## src/sv/stxcrc_pkg.sv

```systemverilog
// Shared types and constants for the STX/ETX CRC-16 deframer.
package stxcrc_pkg;

    localparam logic [15:0] CRC_INIT = 16'hFFFF;
    localparam logic [15:0] CRC_POLY = 16'hA001;

    localparam logic [1:0] STATUS_NONE     = 2'd0;
    localparam logic [1:0] STATUS_GOOD     = 2'd1;
    localparam logic [1:0] STATUS_CRC_ERR  = 2'd2;
    localparam logic [1:0] STATUS_OVERFLOW = 2'd3;

    localparam logic [0:0] REG_START_BYTE = 1'd0;
    localparam logic [0:0] REG_END_BYTE   = 1'd1;

    typedef struct packed {
        logic [7:0] start_byte;
        logic [7:0] end_byte;
    } t_cfg;

    typedef struct packed {
        logic [7:0] data_byte;
        logic [7:0] byte_position;
        logic       in_frame;
        logic [1:0] frame_status;
        logic [8:0] frame_length;
    } t_result;

endpackage

```

## src/sv/stxcrc_crc.sv

```systemverilog
// Byte-wide CRC-16/MODBUS update (reflected polynomial).
module stxcrc_crc (
    input  logic [15:0] i_crc,
    input  logic [7:0]  i_byte,
    output logic [15:0] o_crc
);
    import stxcrc_pkg::*;

    logic [15:0] crc_work;

    always_comb begin
        crc_work = i_crc ^ {8'h00, i_byte};
        for (int k = 0; k < 8; k++) begin
            if (crc_work[0]) begin
                crc_work = (crc_work >> 1) ^ CRC_POLY;
            end else begin
                crc_work = crc_work >> 1;
            end
        end
        o_crc = crc_work;
    end

endmodule

```

## src/sv/stxcrc_core.sv

```systemverilog
// Frame state machine, running CRC and result register.
module stxcrc_core #(
    parameter int MAX_FRAME = 256
) (
    input  logic                i_clk,
    input  logic                i_rst_n,
    input  logic                i_item_valid,
    input  logic [7:0]          i_item_byte,
    input  stxcrc_pkg::t_cfg    i_cfg,
    input  logic                i_stall,
    output logic                o_advance,
    output logic                o_valid,
    output stxcrc_pkg::t_result o_result
);
    import stxcrc_pkg::*;

    localparam int CW = $clog2(MAX_FRAME + 1);

    typedef enum logic [1:0] {
        PH_HUNT,
        PH_BODY,
        PH_CRCH,
        PH_CRCL
    } t_phase;

    t_phase        r_phase, n_phase;
    logic [15:0]   r_crc, n_crc;
    logic [7:0]    r_exp_high, n_exp_high;
    logic [CW-1:0] r_count, n_count;
    logic          r_out_valid;
    t_result       r_res, n_res;

    logic [15:0]   crc_seed;
    logic [15:0]   crc_next;
    logic [CW-1:0] count_inc;
    logic          done;
    logic          fire;

    assign o_advance = !r_out_valid || !i_stall;
    assign fire      = i_item_valid && o_advance;

    assign crc_seed = (r_phase == PH_HUNT) ? CRC_INIT : r_crc;

    stxcrc_crc u_crc (
        .i_crc  (crc_seed),
        .i_byte (i_item_byte),
        .o_crc  (crc_next)
    );

    assign count_inc = r_count + CW'(1);

    always_comb begin
        n_phase    = r_phase;
        n_crc      = r_crc;
        n_exp_high = r_exp_high;
        n_count    = r_count;
        done       = 1'b0;
        n_res.data_byte     = i_item_byte;
        n_res.byte_position = 8'd0;
        n_res.in_frame      = 1'b0;
        n_res.frame_status  = STATUS_NONE;
        n_res.frame_length  = 9'd0;

        unique case (r_phase)
            PH_HUNT: begin
                if (i_item_byte == i_cfg.start_byte) begin
                    n_crc          = crc_next;
                    n_count        = CW'(1);
                    n_phase        = PH_BODY;
                    n_res.in_frame = 1'b1;
                end
            end
            PH_BODY: begin
                n_crc = crc_next;
                if (i_item_byte == i_cfg.end_byte) begin
                    n_phase = PH_CRCH;
                end
            end
            PH_CRCH: begin
                n_exp_high = i_item_byte;
                n_phase    = PH_CRCL;
            end
            PH_CRCL: begin
                if (r_exp_high == r_crc[15:8] && i_item_byte == r_crc[7:0]) begin
                    n_res.frame_status = STATUS_GOOD;
                end else begin
                    n_res.frame_status = STATUS_CRC_ERR;
                end
                n_res.frame_length = 9'(count_inc);
                done = 1'b1;
            end
        endcase

        if (r_phase != PH_HUNT) begin
            n_res.byte_position = 8'(r_count);
            n_res.in_frame      = 1'b1;
            n_count             = count_inc;
            // flag a frame that fills the buffer without completing
            if (!done && count_inc >= CW'(MAX_FRAME)) begin
                n_res.frame_status = STATUS_OVERFLOW;
                n_res.frame_length = 9'(MAX_FRAME);
                done = 1'b1;
            end
            if (done) begin
                n_phase    = PH_HUNT;
                n_crc      = CRC_INIT;
                n_exp_high = 8'd0;
                n_count    = '0;
            end
        end
    end

    always_ff @(posedge i_clk) begin
        if (fire) begin
            r_res <= n_res;
        end
        if (!i_rst_n) begin
            r_phase     <= PH_HUNT;
            r_crc       <= CRC_INIT;
            r_exp_high  <= 8'd0;
            r_count     <= '0;
            r_out_valid <= 1'b0;
        end else begin
            if (fire) begin
                r_phase    <= n_phase;
                r_crc      <= n_crc;
                r_exp_high <= n_exp_high;
                r_count    <= n_count;
            end
            if (fire) begin
                r_out_valid <= 1'b1;
            end else if (!i_stall) begin
                r_out_valid <= 1'b0;
            end
        end
    end

    assign o_valid  = r_out_valid;
    assign o_result = r_res;

endmodule

```

## src/sv/stx_etx_crc16_deframer.sv

```systemverilog
// An accepted byte passes the input register, then the result register, to its result item.
// One byte per cycle unless stalled; byte-wide CRC update and frame compare sit in one stage.
// Results can wait under stall while the next byte is taken into the input register.
// Reset (i_rst_n low, synchronous): start/end bytes return to 2 and 3, the block hunts,
// the CRC is set to 0xFFFF and both stages are emptied.
module stx_etx_crc16_deframer #(
    parameter int MAX_FRAME = 256
) (
    input  logic       i_clk,
    input  logic       i_rst_n,
    input  logic       i_valid,
    output logic       o_stall,
    input  logic [7:0] i_rx_byte,
    output logic       o_valid,
    input  logic       i_stall,
    output logic [7:0] o_data_byte,
    output logic [7:0] o_byte_position,
    output logic       o_in_frame,
    output logic [1:0] o_frame_status,
    output logic [8:0] o_frame_length,
    input  logic       i_cfg_we,
    input  logic [0:0] i_cfg_index,
    input  logic [7:0] i_cfg_data
);
    import stxcrc_pkg::*;

    t_cfg       r_cfg;
    logic       r_in_valid;
    logic [7:0] r_in_byte;
    logic       advance;
    logic       in_accept;
    t_result    result;

    assign o_stall   = r_in_valid && !advance;
    assign in_accept = i_valid && !o_stall;

    always_ff @(posedge i_clk) begin
        if (in_accept) begin
            r_in_byte <= i_rx_byte;
        end
        if (!i_rst_n) begin
            r_in_valid       <= 1'b0;
            r_cfg.start_byte <= 8'd2;
            r_cfg.end_byte   <= 8'd3;
        end else begin
            if (in_accept) begin
                r_in_valid <= 1'b1;
            end else if (advance) begin
                r_in_valid <= 1'b0;
            end
            if (i_cfg_we) begin
                unique case (i_cfg_index)
                    REG_START_BYTE: r_cfg.start_byte <= i_cfg_data;
                    REG_END_BYTE:   r_cfg.end_byte   <= i_cfg_data;
                endcase
            end
        end
    end

    stxcrc_core #(
        .MAX_FRAME (MAX_FRAME)
    ) u_core (
        .i_clk        (i_clk),
        .i_rst_n      (i_rst_n),
        .i_item_valid (r_in_valid),
        .i_item_byte  (r_in_byte),
        .i_cfg        (r_cfg),
        .i_stall      (i_stall),
        .o_advance    (advance),
        .o_valid      (o_valid),
        .o_result     (result)
    );

    assign o_data_byte     = result.data_byte;
    assign o_byte_position = result.byte_position;
    assign o_in_frame      = result.in_frame;
    assign o_frame_status  = result.frame_status;
    assign o_frame_length  = result.frame_length;

endmodule

```

## config.mk

```make
export PLATFORM = sky130hd
export DESIGN_NAME = stx_etx_crc16_deframer
export DESIGN_NICKNAME = d
export VERILOG_FILES = /design/src/sv/stxcrc_pkg.sv /design/src/sv/stxcrc_crc.sv /design/src/sv/stxcrc_core.sv /design/src/sv/stx_etx_crc16_deframer.sv
export SDC_FILE = /design/constraint.sdc
export NUM_CORES = 1
export LEC_CHECK = 0
export ABC_AREA = 1
export BUFFER_PORTS_ARGS = -buffer_cell sky130_fd_sc_hd__buf_2
export CORE_MARGIN = 4
export CORE_UTILIZATION = 45
export CTS_BUF_LIST = sky130_fd_sc_hd__clkbuf_4
export DETAILED_ROUTE_END_ITERATION = 7
export PLACE_DENSITY_LB_ADDON = 0.25
export SYNTH_ARGS = -nofsm -noshare
export SYNTH_HDL_FRONTEND = slang
export SYNTH_SLANG_ARGS = --single-unit
export TNS_END_PERCENT = 5
```

## constraint.sdc

```tcl
create_clock -name i_clk -period 1.85 [get_ports i_clk]
set_clock_uncertainty 0.2 [all_clocks]
set_input_delay 0.0925 -clock i_clk [delete_from_list [all_inputs] [get_ports i_clk]]
set_output_delay 0.0925 -clock i_clk [all_outputs]
set_load 0.005 [all_outputs]
```

[Word level (Yosys, flattened, before mapping)]
Index checks and enable logic that the tools add are counted.
Storage, ports and cells
  flip-flop bits (word level): 89
  input port bits: 22
  output and inout port bits: 30
  word-level logic and storage cells: 91
Operators by class
  $add $sub $neg: 1
  magnitude comparators: 1
  equality and inequality tests: 8
  muxes and demuxes: 38
  bitwise logic cells: 10
  reductions and logical operators: 19
Operators with widths (count)
  $mux W16: 12
  $mux W9: 4
  $mux W11: 3
  $eq A8 B8 Y1: 4
  $pmux W16 S2: 1
  $mux W8: 3
  $not A2 Y3: 8
  $xor A16 B8 Y16: 1
  $mux W2: 5
  $add A9 B1 Y9 const B: 1
  $ge A9 B9 Y1 const B: 1
  $mux W1: 9
  $reduce_bool A2 Y1: 4
  $pmux W2 S3: 1
  $logic_and A1 B1 Y1: 5
  $logic_not A1 Y1: 5
  $eq A2 B2 Y1 const B: 2
  $reduce_and A2 Y1: 2
  $reduce_and A3 Y1: 1
  $eq A2 B1 Y1 const B: 1
  $logic_not A2 Y1: 1
  $ne A2 B1 Y1 const B: 1
  $logic_or A1 B1 Y1: 1
  $not A1 Y1: 1

[Longest topological paths before layout]
  depth in word-level cells: 23
  depth in mapped cells: 20
  mapped depth without buffers: 18

[Modules after synthesis]
Synthesis repeated with hierarchy kept, for this count alone.
Unflattened totals
  cells, all modules: 620
  area total of the unflattened synthesis: 4892.2 um^2
By module, submodules not included
  stxcrc_core: times used 1, cells each 455, area an instance 3527.1 um^2, sequential area each 1561.5 um^2
  stx_etx_crc16_deframer: times used 1, cells each 100, area an instance 919.6 um^2, sequential area each 580.6 um^2
  stxcrc_crc: times used 1, cells each 65, area an instance 445.4 um^2, sequential area each 0.0 um^2

[Worst setup path before layout]
Ideal clock, no wire load.
  path type: register to register
  start: register u_core.r_count[0]
  end: register u_core.r_crc[4]
  setup time: 0.124 ns
  arrival time: 1.672 ns
  data required time: 1.526 ns
  path slack: -0.146 ns
  stages on the path, launching flop included: 15
  path buffers: 1
  period minus slack after synthesis: 1.996 ns
  cells stage by stage: dfxtp_1 -> ha_1 -> nand2_1 -> nor2_2 -> nand3_2 -> nor2_1 -> nand2_1 -> xor2_1 -> nand2_1 -> nand2_2 -> clkinv_2 -> buf_6 -> nand3_1 -> a21oi_1 -> o21ai_1
On the way
  cells in the longest elaborated chain, start to end: 7
Ends and longest elaborated chain
  start, declared: line stxcrc_core.sv:29  | logic [CW-1:0] r_count, n_count;
  start signal, assigned: line stxcrc_core.sv:128  | r_count <= n_count;
  $add A9 B1 Y9: line stxcrc_core.sv:50  | assign count_inc = r_count + CW'(1);
  $ge A9 B9 Y1: line stxcrc_core.sv:99  | if (!done && count_inc >= CW'(MAX_FRAME)) begin
  $logic_and A1 B1 Y1: line stxcrc_core.sv:99
  $mux W1: line stxcrc_core.sv:99
  $mux W1: line stxcrc_core.sv:94  | if (r_phase != PH_HUNT) begin
  $mux W16: line stxcrc_core.sv:104  | if (done) begin
  $mux W16: line stxcrc_core.sv:94
  end signal, assigned: line stxcrc_core.sv:126  | r_crc <= n_crc;
  end, declared: line stxcrc_core.sv:27  | logic [15:0] r_crc, n_crc;
Every way passes these cells. The select of a mux whose other input is x is not followed.
A chain may end at the register's enable or synchronous reset.

[Worst setup path after layout]
  start: register u_core.r_count[1]
  end: register u_core.r_crc[0]
The elaborated chain is that of the path after synthesis.

==> flow_summary.toml <==
[pwr]
power_density_nw_per_um2 = 627
irDropWorstVdd_v = 0.000407
p_leak_nw = 2.74
total_power_w = 0.00384

[global_route]
grt_pass1_vias = 4373
antenna_found_initial = 0
grt_overflow = 0
grt_max_degree = 48
grt_usage_pct = 22.3
grt_pass1_wl_um = 20400

[yosys]
mappedNetlistArea_um2 = 4550
syn_inst = 573
synth-compound-area-share_pct = 11.7
synthesis.nets = 596
avgSynthCellArea_um2 = 7.94
yosysUniqueCellTypes = 37
synth_top_family_by_area = "simple AND/OR/NAND/NOR gates"
synth_warnings = 0
synth_simple_gate_area_share_pct = 25.4
ys_seq_elements = 89
yosysSeqAreaShare_pct = 47.1
synth_fa_ha_area_share_pct = 0.275
synth_xor_xnor_area_share_pct = 6.91
muxShareOfSynthArea_pct = 0

[timing]
drv_slew = 0
fmax_ghz = 0.472
timing.final.ws_setup_ns = -0.270
hold_slack_ns = 0.137
period_share_pct = 115
layout_min_cycle_time_ns = 2.12
worst_pin_slew_ns = 0.631
setup_viol = 37
max-slew-margin-rel_pct = 57.7
hold_viol = 0
rsz0062_at_grt = "true"

[floorplanning]
fp.dieW_um = 109
die_h_um = 109
ios = 52
core-area_um2 = 9820
dieArea_um2 = 11800
initial_utilization_pct = 46.3
fp-row-count = 36

[final_layout]
seqCellArea_um2 = 2150
n_fill_cell = 853
final_cell_count_no_fill = 865
antennaDiodeCount = 0
fin_nets = 750
multi_input_area_um2 = 2180
final_util_pct = 62.4
drive_above_1_share_pct = 31.0
area.growth.synth_to_final_pct = 34.8

[placement]
dp_hpwl_um = 8150
portBuffers = 51
place.gp.congestion = 0.856
dp_slack_ns = -0.276
place_inst = 808

[clock_tree]
cts-root-buf = "clkbuf_4"
cts_tree = "yes"
numCtsBuffers = 9
clk_pin_slew_ns = 0.16
numClockSinks = 89
clock_latency_ns = 0.46
h-tree-depth = 3
clk_path_buf_depth = 2

[critical_path]
cp_top_family = "simple AND/OR/NAND/NOR gates"
worstPathCellList = "ha_4 -> nand2_4 -> nor2_4 -> nand3_2 -> nor2_1 -> nand2_1 -> xor2_2 -> nand2_2 -> nand2_8 -> buf_6 -> a21oi_1 -> nand2_1 -> nand2_1 -> nand2_1"
required_ns = 2.00
max_stage_delay_ns = 0.39
cp-start-kind = "register"
endpoint_kind = "register"
crit_fanout = 6
cp_num_buf_inv = 1
slowest_stage = "dfxtp_2"
cp_common_cell = "nand2_1"
critPathKind = "register to register"
critical_path_arrival_ns = 2.27

[job]
maxCapViolCount = 0

[drt]
drtPass1Iterations = 5
drt_wl_total_um = 12400
wire_per_inst_um = 14.4
ant_nets = 0
vias_per_cell = 4.99
drt_iter0_markers = 183
drc_errors = 0
vias = 4316

[min_path]
min_path_type = "primary input to register"

[outcome]
outcome = "finished, violations left"
violations = "negative setup slack"
-- per-layer routing --
metal / GRT usage [%] / vias to the layer above / part of all wire [%]
met5: 0 / - / 0
met2: 39.8 / 125 / 50
met4: 11.6 / 0 / 4.1
met1: 25.5 / 1985 / 41
met3: 3.40 / 42 / 4.4
li1: - / 2164 / -
-- cell type report --
type / count / area share [%]
repair inverters: 2 / 0.408
well taps: 133 / 2.71
multi-input cells: 399 / 35.6
repair buffers: 164 / 19.8
clock buffers: 10 / 1.22
inverters: 62 / 4.39
flip-flops and latches: 89 / 35.1
clock inverters: 6 / 0.816
-- logic make-up after synthesis --
family,Yosys count
flip-flops,89
AND/OR/NAND/NOR,264
AO/OA/AOI/OAI,99
XOR/XNOR,35
buffers and inverters,85
adder cells (fa/ha/maj),1
-- synthesized netlist by cell type --
library cell | number | area [um2]
buf_4 | 2 | 15.0
clkinv_2 | 1 | 5.00
o211ai_1 | 7 | 52.6
nor2_2 | 1 | 6.26
ha_1 | 1 | 12.5
clkinv_1 | 1 | 3.75
o21ai_0 | 50 | 250
inv_8 | 1 | 11.3
nand3_1 | 26 | 130
clkbuf_1 | 12 | 45.0
nand4_1 | 3 | 18.8
o21ai_2 | 1 | 8.76
nand2_4 | 2 | 22.5
xnor2_1 | 12 | 105
o21ai_1 | 3 | 15.0
inv_2 | 4 | 15.0
nand2_8 | 1 | 20.0
nand3_2 | 7 | 70.1
inv_1 | 54 | 203
nor2_1 | 64 | 240
nor3_2 | 1 | 10.0
buf_8 | 2 | 30.0
nor3_1 | 5 | 25.0
xor2_2 | 1 | 16.3
dfxtp_1 | 53 | 1060
xor2_1 | 22 | 193
edfxtp_1 | 36 | 1080
nor4_1 | 2 | 12.5
nand2_1 | 140 | 526
a21oi_1 | 33 | 165
clkbuf_2 | 2 | 10.0
nand2_2 | 12 | 75.1
buf_2 | 2 | 10.0
a31oi_1 | 1 | 6.26
buf_6 | 3 | 33.8
inv_6 | 1 | 8.76
o2111ai_1 | 4 | 35.0
-- state kept, by name, indices dropped and copies added (netlist names) --
signal,flops
r_in_valid,1
u_core.r_phase,2
u_core.o_result,28
r_cfg,16
u_core.r_count,9
u_core.r_crc,16
r_in_byte,8
u_core.o_valid,1
u_core.r_exp_high,8
-- where the power goes --
part / internal (W) / switching, W / leakage [nW]
registers: 0.00213 / 0.0000562 / 0.793
clock network: 0.000314 / 0.000736 / 0.0697
logic: 0.000280 / 0.000330 / 1.88
-- timing repair --
| action | CTS | global route |
|---|---|---|
| endpoints found under the hold margin | 56 | 0 |
| gates cloned | 1 | 1 |
| setup endpoints to repair | 36 | 43 |
| gates resized for setup | 36 | 27 |
| setup buffers | 8 | 1 |
| pin swaps | 8 | 4 |
| hold buffers | 30 | 0 |
-- worst reg2reg max path: stages (launching register included) --
cell	delay, ns
dfxtp_2	0.39
ha_4	0.15
nand2_4	0.05
nor2_4	0.09
nand3_2	0.08
nor2_1	0.10
nand2_1	0.10
xor2_2	0.17
nand2_2	0.14
nand2_8	0.12
buf_6	0.16
a21oi_1	0.10
nand2_1	0.06
nand2_1	0.05
nand2_1	0.05
-- stage by stage --
step / TNS (ns) / cell area (um2)
final: -6.39 / 6130
after global routing: -11.01 / 6130
after CTS: -5.52 / 6030
after detailed placement: -6.76 / 5420
after global placement: -4.67 / 5420
after floorplan: -2.05 / 4570
-- final timing paths --
kind         cells past startpoint                            from                           end  slack [ns]
min                              2                    i_rx_byte[0]        r_in_byte[0]$_DFFE_PP_        0.14
max                             14  u_core.r_count[1]$_SDFFE_PN0P_  u_core.r_crc[0]$_SDFFE_PN1P_       -0.27
min reg2reg                      2           r_cfg[5]$_SDFFE_PN0P_         r_cfg[5]$_SDFFE_PN0P_        0.32
max reg2reg                     14  u_core.r_count[1]$_SDFFE_PN0P_  u_core.r_crc[0]$_SDFFE_PN1P_       -0.27
-- layout by cell type, fill, tap and decap left out, types with 2 or more instances in the layout --
master           n
nand4_1          3
a21oi_1         29
clkinv_8         3
dfxtp_2          4
o211ai_1         7
dlygate4sd3_1   30
inv_6            5
o21ai_2          2
nand3_2         10
inv_1           47
o21ai_0         43
a21oi_2          4
edfxtp_1        36
buf_4           76
o21ai_1          9
buf_2           51
xnor2_1         12
nor2_4           2
nor3_1           3
xor2_1          20
nand2_1        128
nand2_2         19
nor2_1          61
nor2_2           2
nand2_8          2
xor2_2           3
inv_2            9
clkbuf_4        10
o2111ai_1        4
nor3_2           3
clkinvlp_4       2
nand2_4          6
dfxtp_1         48
nand3_1         23
buf_6            6
Note: power is estimated with default switching activity, not from simulation.
